### config.mk
export PLATFORM = sky130hd
export DESIGN_NAME = mandelbrot_escape_time_pixel
export DESIGN_NICKNAME = d
export VERILOG_FILES = /design/src/sv/mbet_pkg.sv /design/src/sv/mandelbrot_escape_time_pixel.sv /design/src/sv/mbet_dp.sv /design/src/sv/mbet_ctrl.sv
export SDC_FILE = /design/constraint.sdc
export NUM_CORES = 2
export LEC_CHECK = 0
export BUFFER_PORTS_ARGS = -buffer_cell sky130_fd_sc_hd__clkbuf_2
export CELL_PAD_IN_SITES_DETAIL_PLACEMENT = 0
export CELL_PAD_IN_SITES_GLOBAL_PLACEMENT = 2
export CORE_ASPECT_RATIO = 1.25
export CORE_MARGIN = 2
export CORE_UTILIZATION = 40
export CTS_BUF_LIST = sky130_fd_sc_hd__clkbuf_16
export DETAILED_ROUTE_END_ITERATION = 16
export PLACE_DENSITY = 0.83
export SYNTH_ARGS = -nofsm -noshare
export SYNTH_HDL_FRONTEND = slang
export SYNTH_SLANG_ARGS = --single-unit
### constraint.sdc
create_clock -name clk -period 13.2 [get_ports clk]
set_input_delay 0 -clock clk [delete_from_list [all_inputs] [get_ports clk]]
set_output_delay 0 -clock clk [all_outputs]
set_load 0.05 [all_outputs]
### src/sv/mbet_pkg.sv
`default_nettype none
// ----------------------------------------------------------------------------
// mbet_pkg
// Shared types, constants and helpers for the escape-time pixel engine.
// ----------------------------------------------------------------------------
package mbet_pkg;

    localparam int MAX_ITERATIONS = 255;
    localparam int IMAGE_SIZE     = 128;
    localparam int FRAC_BITS      = 28;
    localparam int COUNT_SCALE    = 256 / MAX_ITERATIONS;

    localparam logic [7:0]  COUNT_CAP    = 8'd255;
    localparam logic [35:0] ESCAPE_LIMIT = 36'd1 << (FRAC_BITS + 2);

    localparam logic signed [39:0] SAT_HI = 40'sh00_7FFF_FFFF;
    localparam logic signed [39:0] SAT_LO = 40'shFF_8000_0000;

    // configuration register indexes
    localparam logic [1:0] CFG_ORIGIN_RE = 2'd0;
    localparam logic [1:0] CFG_ORIGIN_IM = 2'd1;
    localparam logic [1:0] CFG_STEP_RE   = 2'd2;
    localparam logic [1:0] CFG_STEP_IM   = 2'd3;

    localparam logic signed [31:0] ORIGIN_RE_RST = -32'sd671088640;
    localparam logic signed [31:0] ORIGIN_IM_RST = -32'sd536870912;
    localparam logic [30:0]        STEP_RE_RST   = 31'd7340032;
    localparam logic [30:0]        STEP_IM_RST   = 31'd8388608;

    // datapath operation codes
    localparam logic [2:0] OP_NONE  = 3'd0;
    localparam logic [2:0] OP_CRE   = 3'd1;
    localparam logic [2:0] OP_CIM   = 3'd2;
    localparam logic [2:0] OP_SQRE  = 3'd3;
    localparam logic [2:0] OP_SQIM  = 3'd4;
    localparam logic [2:0] OP_CROSS = 3'd5;
    localparam logic [2:0] OP_UPD   = 3'd6;

    typedef struct packed {
        logic       load;
        logic [2:0] op;
    } cmd_t;

    typedef struct packed {
        logic escape;
    } stat_t;

    typedef struct packed {
        logic       valid;
        logic [7:0] count;
        logic       in_set;
    } res_t;

    function automatic logic [31:0] mag32(input logic signed [31:0] v);
        logic [31:0] r;
        r = v[31] ? 32'(-v) : 32'(v);
        return r;
    endfunction

    function automatic logic signed [31:0] sat32(input logic signed [39:0] v);
        logic signed [31:0] r;
        if (v > SAT_HI)
            r = SAT_HI[31:0];
        else if (v < SAT_LO)
            r = SAT_LO[31:0];
        else
            r = v[31:0];
        return r;
    endfunction

    function automatic logic [6:0] clamp_coord(input logic [6:0] v);
        logic [12:0] ext;
        logic [6:0]  r;
        ext = {6'd0, v};
        if (ext >= 13'(IMAGE_SIZE))
            r = 7'(IMAGE_SIZE - 1);
        else
            r = v;
        return r;
    endfunction

endpackage
`default_nettype wire

### src/sv/mandelbrot_escape_time_pixel.sv
`default_nettype none
// ----------------------------------------------------------------------------
// mandelbrot_escape_time_pixel
// Escape-time iteration of z = z*z + c for one pixel in Q4.28 fixed point.
// ----------------------------------------------------------------------------
// one pixel at a time: a new transaction is taken only after the previous result
// has gone to the output register, which waits while that output is stalled;
// each update costs three products on the single shared 32x32 multiplier
// reset: configuration returns to the default view, controller idles, output valid clears
module mandelbrot_escape_time_pixel
    import mbet_pkg::*;
(
    input  logic        clk,
    input  logic        rst_n,
    input  logic        cfg_valid,
    output logic        cfg_ready,
    input  logic [1:0]  cfg_index,
    input  logic [31:0] cfg_data,
    input  logic        in_valid,
    output logic        in_stall,
    input  logic [6:0]  column,
    input  logic [6:0]  row,
    output logic        out_valid,
    input  logic        out_stall,
    output logic [7:0]  escape_count,
    output logic        inside_res
);

    logic signed [31:0] origin_re_reg;
    logic signed [31:0] origin_im_reg;
    logic [30:0]        step_re_reg;
    logic [30:0]        step_im_reg;
    logic               out_valid_reg;
    logic [7:0]         count_reg;
    logic               inside_reg;
    logic               out_busy;
    cmd_t               cmd;
    stat_t              status;
    res_t               res;

    assign cfg_ready = 1'b1;
    assign out_busy  = out_valid_reg && out_stall;

    always_ff @(posedge clk or negedge rst_n)
    begin
        if (!rst_n)
        begin
            origin_re_reg <= ORIGIN_RE_RST;
            origin_im_reg <= ORIGIN_IM_RST;
            step_re_reg   <= STEP_RE_RST;
            step_im_reg   <= STEP_IM_RST;
        end
        else if (cfg_valid && cfg_ready)
        begin
            case (cfg_index)
                CFG_ORIGIN_RE: origin_re_reg <= cfg_data;
                CFG_ORIGIN_IM: origin_im_reg <= cfg_data;
                CFG_STEP_RE:   step_re_reg   <= cfg_data[30:0];
                CFG_STEP_IM:   step_im_reg   <= cfg_data[30:0];
                default:
                begin
                end
            endcase
        end
    end

    mbet_ctrl u_ctrl (
        .clk      (clk),
        .rst_n    (rst_n),
        .in_valid (in_valid),
        .in_stall (in_stall),
        .out_busy (out_busy),
        .status   (status),
        .cmd      (cmd),
        .res      (res)
    );

    mbet_dp u_dp (
        .clk       (clk),
        .column    (column),
        .row       (row),
        .origin_re (origin_re_reg),
        .origin_im (origin_im_reg),
        .step_re   (step_re_reg),
        .step_im   (step_im_reg),
        .cmd       (cmd),
        .status    (status)
    );

    // output register decouples the result from the next pixel's work
    always_ff @(posedge clk or negedge rst_n)
    begin
        if (!rst_n)
        begin
            out_valid_reg <= 1'b0;
        end
        else if (res.valid)
        begin
            out_valid_reg <= 1'b1;
        end
        else if (!out_stall)
        begin
            out_valid_reg <= 1'b0;
        end
    end

    always_ff @(posedge clk)
    begin
        if (res.valid)
        begin
            count_reg  <= res.count;
            inside_reg <= res.in_set;
        end
    end

    assign out_valid    = out_valid_reg;
    assign escape_count = count_reg;
    assign inside_res   = inside_reg;

    a_inside_count: assert property (@(posedge clk) disable iff (!rst_n)
        (out_valid && inside_res) |-> (escape_count == COUNT_CAP))
        else $error("inside result without capped count");

    a_one_pixel: assert property (@(posedge clk) disable iff (!rst_n)
        (in_valid && !in_stall) |=> in_stall)
        else $error("second transaction taken while a pixel is in flight");

    a_no_overwrite: assert property (@(posedge clk) disable iff (!rst_n)
        res.valid |-> !out_busy)
        else $error("result loaded over a stalled output");

endmodule
`default_nettype wire

### src/sv/mbet_dp.sv
`default_nettype none
// ----------------------------------------------------------------------------
// mbet_dp
// Datapath: c and z registers around one shared 32x32 unsigned multiplier.
// ----------------------------------------------------------------------------
module mbet_dp
    import mbet_pkg::*;
(
    input  logic               clk,
    input  logic [6:0]         column,
    input  logic [6:0]         row,
    input  logic signed [31:0] origin_re,
    input  logic signed [31:0] origin_im,
    input  logic [30:0]        step_re,
    input  logic [30:0]        step_im,
    input  cmd_t               cmd,
    output stat_t              status
);

    logic [6:0]         col_reg;
    logic [6:0]         row_reg;
    logic [63:0]        p_reg;
    logic signed [31:0] c_re_reg;
    logic signed [31:0] c_im_reg;
    logic signed [31:0] z_re_reg;
    logic signed [31:0] z_im_reg;
    logic [34:0]        re2_reg;
    logic               neg_reg;

    logic [31:0]        mul_a;
    logic [31:0]        mul_b;
    logic [63:0]        product;
    logic [34:0]        im2;
    logic [35:0]        mag_sum;
    logic signed [39:0] cre_sum;
    logic signed [39:0] cim_sum;
    logic signed [39:0] zre_sum;
    logic               cross_round;
    logic [36:0]        cross_mag;
    logic signed [39:0] cross_val;
    logic signed [39:0] zim_sum;

    // operand select for the shared multiplier
    always_comb
    begin
        case (cmd.op)
            OP_CRE:
            begin
                mul_a = {1'b0, step_re};
                mul_b = {25'd0, col_reg};
            end
            OP_CIM:
            begin
                mul_a = {1'b0, step_im};
                mul_b = {25'd0, row_reg};
            end
            OP_SQRE, OP_UPD:
            begin
                mul_a = mag32(z_re_reg);
                mul_b = mag32(z_re_reg);
            end
            OP_SQIM:
            begin
                mul_a = mag32(z_im_reg);
                mul_b = mag32(z_im_reg);
            end
            OP_CROSS:
            begin
                mul_a = mag32(z_re_reg);
                mul_b = mag32(z_im_reg);
            end
            default:
            begin
                mul_a = 32'd0;
                mul_b = 32'd0;
            end
        endcase
    end

    assign product = mul_a * mul_b;

    assign cre_sum = 40'(origin_re) + $signed({1'b0, p_reg[38:0]});
    assign cim_sum = 40'(origin_im) + $signed({1'b0, p_reg[38:0]});

    // squares are at most 2^62, so bits 62:28 hold the rescaled value
    assign im2     = p_reg[62:28];
    assign mag_sum = {1'b0, re2_reg} + {1'b0, im2};
    assign zre_sum = $signed({5'd0, re2_reg}) - $signed({5'd0, im2}) + 40'(c_re_reg);

    // cross term is floor(2*re*im), rounding away from zero on the magnitude when negative
    assign cross_round = neg_reg & (|p_reg[26:0]);
    assign cross_mag   = {1'b0, p_reg[62:27]} + {36'd0, cross_round};
    assign cross_val   = neg_reg ? -$signed({3'd0, cross_mag}) : $signed({3'd0, cross_mag});
    assign zim_sum     = cross_val + 40'(c_im_reg);

    assign status.escape = (mag_sum > ESCAPE_LIMIT);

    always_ff @(posedge clk)
    begin
        p_reg <= product;
        if (cmd.load)
        begin
            col_reg <= clamp_coord(column);
            row_reg <= clamp_coord(row);
        end
        case (cmd.op)
            OP_CIM:
            begin
                c_re_reg <= sat32(cre_sum);
                z_re_reg <= sat32(cre_sum);
            end
            OP_SQRE:
            begin
                c_im_reg <= sat32(cim_sum);
                z_im_reg <= sat32(cim_sum);
            end
            OP_SQIM:
            begin
                re2_reg <= p_reg[62:28];
            end
            OP_CROSS:
            begin
                neg_reg  <= z_re_reg[31] ^ z_im_reg[31];
                z_re_reg <= sat32(zre_sum);
            end
            OP_UPD:
            begin
                z_im_reg <= sat32(zim_sum);
            end
            default:
            begin
            end
        endcase
    end

endmodule
`default_nettype wire

### src/sv/mbet_ctrl.sv
`default_nettype none
// ----------------------------------------------------------------------------
// mbet_ctrl
// Controller: sequences the datapath operations and counts iterations.
// ----------------------------------------------------------------------------
module mbet_ctrl
    import mbet_pkg::*;
(
    input  logic  clk,
    input  logic  rst_n,
    input  logic  in_valid,
    output logic  in_stall,
    input  logic  out_busy,
    input  stat_t status,
    output cmd_t  cmd,
    output res_t  res
);

    localparam logic [2:0] ST_IDLE  = 3'd0;
    localparam logic [2:0] ST_CRE   = 3'd1;
    localparam logic [2:0] ST_CIM   = 3'd2;
    localparam logic [2:0] ST_SQ0   = 3'd3;
    localparam logic [2:0] ST_SQIM  = 3'd4;
    localparam logic [2:0] ST_CROSS = 3'd5;
    localparam logic [2:0] ST_UPD   = 3'd6;
    localparam logic [2:0] ST_DONE  = 3'd7;

    logic [2:0]  state_reg;
    logic [2:0]  state_next;
    logic [7:0]  cnt_reg;
    logic [7:0]  cnt_next;
    logic        inside_reg;
    logic        inside_next;
    logic [7:0]  cnt_inc;
    logic [15:0] scaled;

    assign cnt_inc  = cnt_reg + 8'd1;
    assign scaled   = 16'(cnt_reg) * 16'(COUNT_SCALE);
    assign in_stall = (state_reg != ST_IDLE);

    always_comb
    begin
        state_next  = state_reg;
        cnt_next    = cnt_reg;
        inside_next = inside_reg;
        cmd.load    = 1'b0;
        cmd.op      = OP_NONE;
        res.valid   = 1'b0;
        res.in_set  = inside_reg;
        res.count   = (inside_reg || (scaled > 16'(COUNT_CAP))) ? COUNT_CAP : scaled[7:0];
        case (state_reg)
            ST_IDLE:
            begin
                if (in_valid)
                begin
                    cmd.load   = 1'b1;
                    cnt_next   = 8'd0;
                    state_next = ST_CRE;
                end
            end
            ST_CRE:
            begin
                cmd.op     = OP_CRE;
                state_next = ST_CIM;
            end
            ST_CIM:
            begin
                cmd.op     = OP_CIM;
                state_next = ST_SQ0;
            end
            ST_SQ0:
            begin
                cmd.op     = OP_SQRE;
                state_next = ST_SQIM;
            end
            ST_SQIM:
            begin
                cmd.op     = OP_SQIM;
                state_next = ST_CROSS;
            end
            ST_CROSS:
            begin
                cmd.op = OP_CROSS;
                if (status.escape)
                begin
                    inside_next = 1'b0;
                    state_next  = ST_DONE;
                end
                else
                begin
                    state_next = ST_UPD;
                end
            end
            ST_UPD:
            begin
                cmd.op   = OP_UPD;
                cnt_next = cnt_inc;
                if (cnt_inc == 8'(MAX_ITERATIONS))
                begin
                    inside_next = 1'b1;
                    state_next  = ST_DONE;
                end
                else
                begin
                    state_next = ST_SQIM;
                end
            end
            ST_DONE:
            begin
                if (!out_busy)
                begin
                    res.valid  = 1'b1;
                    state_next = ST_IDLE;
                end
            end
            default:
            begin
                state_next = ST_IDLE;
            end
        endcase
    end

    always_ff @(posedge clk or negedge rst_n)
    begin
        if (!rst_n)
        begin
            state_reg  <= ST_IDLE;
            cnt_reg    <= 8'd0;
            inside_reg <= 1'b0;
        end
        else
        begin
            state_reg  <= state_next;
            cnt_reg    <= cnt_next;
            inside_reg <= inside_next;
        end
    end

endmodule
`default_nettype wire

==> impl_metrics.py <==
metrics = {
    "setup_path": {
        "cp.required_ns": 13.66,
        "cp_max_fo": 11,
        "startpoint_type": "flop",
        "worstSetupPathType": "reg -> reg",
        "crit_arrival_ns": 12.42,
        "ff2ff_setup_slack_ns": 1.23,
        "critPathCaptureType": "flop",
        "worst_path_largest_cell_delay_ns": 0.77,
        "path_common_cell": "fa_1",
        "crit_path_top_delay_cell": "o31ai_4",
    },
    "floorplan": {
        "core_um2": 156000,
        "start_util": 0.403,
        "rows": 162,
        "dieArea_um2": 160000,
        "die_y_um": 447,
        "io_pins": 65,
        "die_x_um": 359,
    },
    "sta": {
        "slew_headroom": 0.0786,
        "setup_tns_ns": 0,
        "worst_slew_pin_slew_ns": 1.38,
        "fmax_ghz": 0.0836,
        "timing.final.crit_share": 0.907,
        "drv_slew": 0,
        "hold_viol_final": 0,
        "setup_viol": 0,
        "rsz0062_at_grt": "no",
        "period_needed_ns": 11.97,
        "clock_skew_ns": 0.0320,
    },
    "route": {
        "drtIter0Drc": 4450,
        "ant_nets": 0,
        "routedWlPerCell_um": 28.3,
        "met2_length_mm": 124,
        "via_per_inst": 5.75,
        "top_layer": "met5",
        "dr.pass1.iters": 6,
        "wl_mm": 262,
        "vias": 53200,
        "drc_errors": 0,
        "wl_met1_mm": 98.1,
        "dr_wl_met3_mm": 15.7,
    },
    "cts": {
        "htreeDepth": 2,
        "cts_inserted_buffers": 43,
        "path_clk_slew_ns": 0.07,
        "post_cts_buffers": 0,
        "cts-root-buf": "clkbuf_16",
        "cts_tree": "yes",
        "clk_latency_ns": 0.64,
        "cts_buffer_depth": 3,
        "clock_sinks": 389,
    },
    "layout": {
        "multiInputGateArea_um2": 47400,
        "largest_reg_flops": 63,
        "nFillCells": 15700,
        "final-instance-count-excl-fill": 9262,
        "seqCellArea_um2": 10400,
        "num-nets-final": 8612,
        "finish.utilization": 0.437,
        "design_area_um2": 68200,
        "layout-drive-gt1-share": 0.0828,
        "areaGrowthSynthToFinish_pct": 8.51,
    },
    "place": {
        "dp.cells": 9125,
        "place.gp.congestion": 1.01,
        "portBuffers": 63,
        "place_area_um2": 66200,
        "hpwl_mm": 215,
    },
    "logic_synthesis": {
        "synthArstFlopShare": 0.357,
        "syn_area_per_cell_um2": 8.78,
        "synthFlopType": "edfxtp_1",
        "synthCells": 7161,
        "synth-edff-count": 187,
        "synth.distinct_cells": 107,
        "syn_nets": 8602,
        "yosysWarningCount": 0,
        "synth-seq-cells": 389,
        "synthesis.area_um2": 62900,
        "ys_seq_area_frac": 0.165,
    },
    "run_status": {
        "status": "finished clean",
    },
    "global_routing": {
        "track_usage": 0.329,
        "grt_overflow": 0,
        "grt_max_degree": 64,
        "grt_pass1_wl_mm": 380,
        "grt_pass1_vias": 55200,
        "grt_antenna_before_repair": 18,
    },
    "min_path": {
        "hold_path_class": "in -> reg",
    },
    "flow_run": {
        "cap_violations": 0,
    },
}
## placed cells by master, fill, tap and decap left out, drive strengths merged, types with 74 or more instances in the layout
cell,count
a21o,146
dfrtp,128
xnor2,232
fa,901
xor2,138
buf,181
nor2,834
ha,487
o21ai,276
a21oi,330
nand2,756
mux2,135
nand3,74
edfxtp,187
clkbuf,106
inv,1136
## per-layer routing
layer	vias to the layer above	track usage
li1	23400	-
met1	27000	0.389
met2	2081	0.547
met3	710	0.0455
met4	2	0.238
met5	-	0
## what timing repair did
item | CTS | global route
hold endpoints to repair | 229 | 0
resized for setup | 0 | 0
hold buffers | 51 | 0
## logic make-up after synthesis
kind of cell             Yosys count  synth area share
AND/OR/NAND/NOR                 2087             0.145
adder cells (fa/ha/maj)         1388             0.384
other                              1         0.0000597
AO/OA/AOI/OAI                   1314             0.139
XOR/XNOR                         370            0.0517
buffers and inverters           1457            0.0883
multiplexers                     155            0.0274
flip-flops                       389             0.165
## path summary, 6_finish.rpt
check | from | endpoint | cells after the start
min in group asynchronous | rst_n | origin_re_reg[5] | 3
max in group asynchronous | rst_n | origin_im_reg[17] | 4
worst min-delay path | column[0] | u_dp.col_reg[0] | 2
worst max register to register | u_dp.z_re_reg[2] | u_dp.p_reg[62] | 34
worst max-delay path | u_dp.z_re_reg[2] | u_dp.p_reg[62] | 34
worst min register to register | step_re_reg[25] | step_re_reg[25] | 1
## cell usage after synthesis, types with 26 or more instances
cell type / n / share of area
nand2b_1: 39 / 0.0039
a211oi_1: 64 / 0.0076
nor2_1: 833 / 0.050
nand3_1: 73 / 0.0058
buf_2: 32 / 0.0025
nor4_1: 38 / 0.0038
o211ai_1: 40 / 0.0048
buf_1: 34 / 0.0020
a31oi_1: 35 / 0.0035
o31a_1: 28 / 0.0039
o21bai_1: 29 / 0.0035
clkbuf_1: 253 / 0.015
o22ai_1: 45 / 0.0045
a21oi_1: 329 / 0.026
nor3_1: 62 / 0.0049
a21o_1: 146 / 0.017
edfxtp_1: 187 / 0.089
xor2_1: 137 / 0.019
mux2_2: 134 / 0.024
or3_1: 26 / 0.0026
and3_1: 29 / 0.0029
fa_1: 901 / 0.29
xnor2_1: 232 / 0.032
nor2b_1: 39 / 0.0039
o31ai_1: 48 / 0.0057
a2bb2oi_1: 31 / 0.0043
dfxtp_1: 63 / 0.020
inv_1: 1123 / 0.067
nand4_1: 47 / 0.0047
dfrtp_1: 128 / 0.051
ha_1: 487 / 0.097
and2_1: 44 / 0.0044
nand2_1: 756 / 0.045
o21ai_0: 263 / 0.021
o21a_1: 43 / 0.0051
## stage by stage
step	hold WS, ns	worst slack (ns)
floorplan	-0.296	2.29
global placement	0.0685	1.36
detailed placement	0.0727	1.35
CTS	0.0625	1.27
global route	0.0817	0.717
finish	0.0879	1.23
## area by class of cell
cell class | count | share of cell area
Clock inverter | 36 | 0.00486
Clock buffer | 44 | 0.0161
Inverter | 1129 | 0.0621
Sequential cell | 389 | 0.152
Timing Repair Buffer | 293 | 0.0322
Antenna cell | 6 | 0.000220
Multi-Input combinational cell | 5315 | 0.695
Tap cell | 2050 | 0.0376
## critical path: cells and delay by family, from the launching register on
| kind | cells | cell delay, ns |
|---|---|---|
| and+or+nand+nor | 8 | 2.51 |
| DFF | 1 | 0.45 |
| AOI/OAI and AO/OA | 10 | 2.90 |
| adders and majority gates | 9 | 4.53 |
| xor gates and xnor gates | 2 | 0.94 |
| buffers and inverters | 5 | 0.43 |
Power is not shown: default switching activity piles up to over one toggle a cycle in this logic, so the estimate is an artifact.
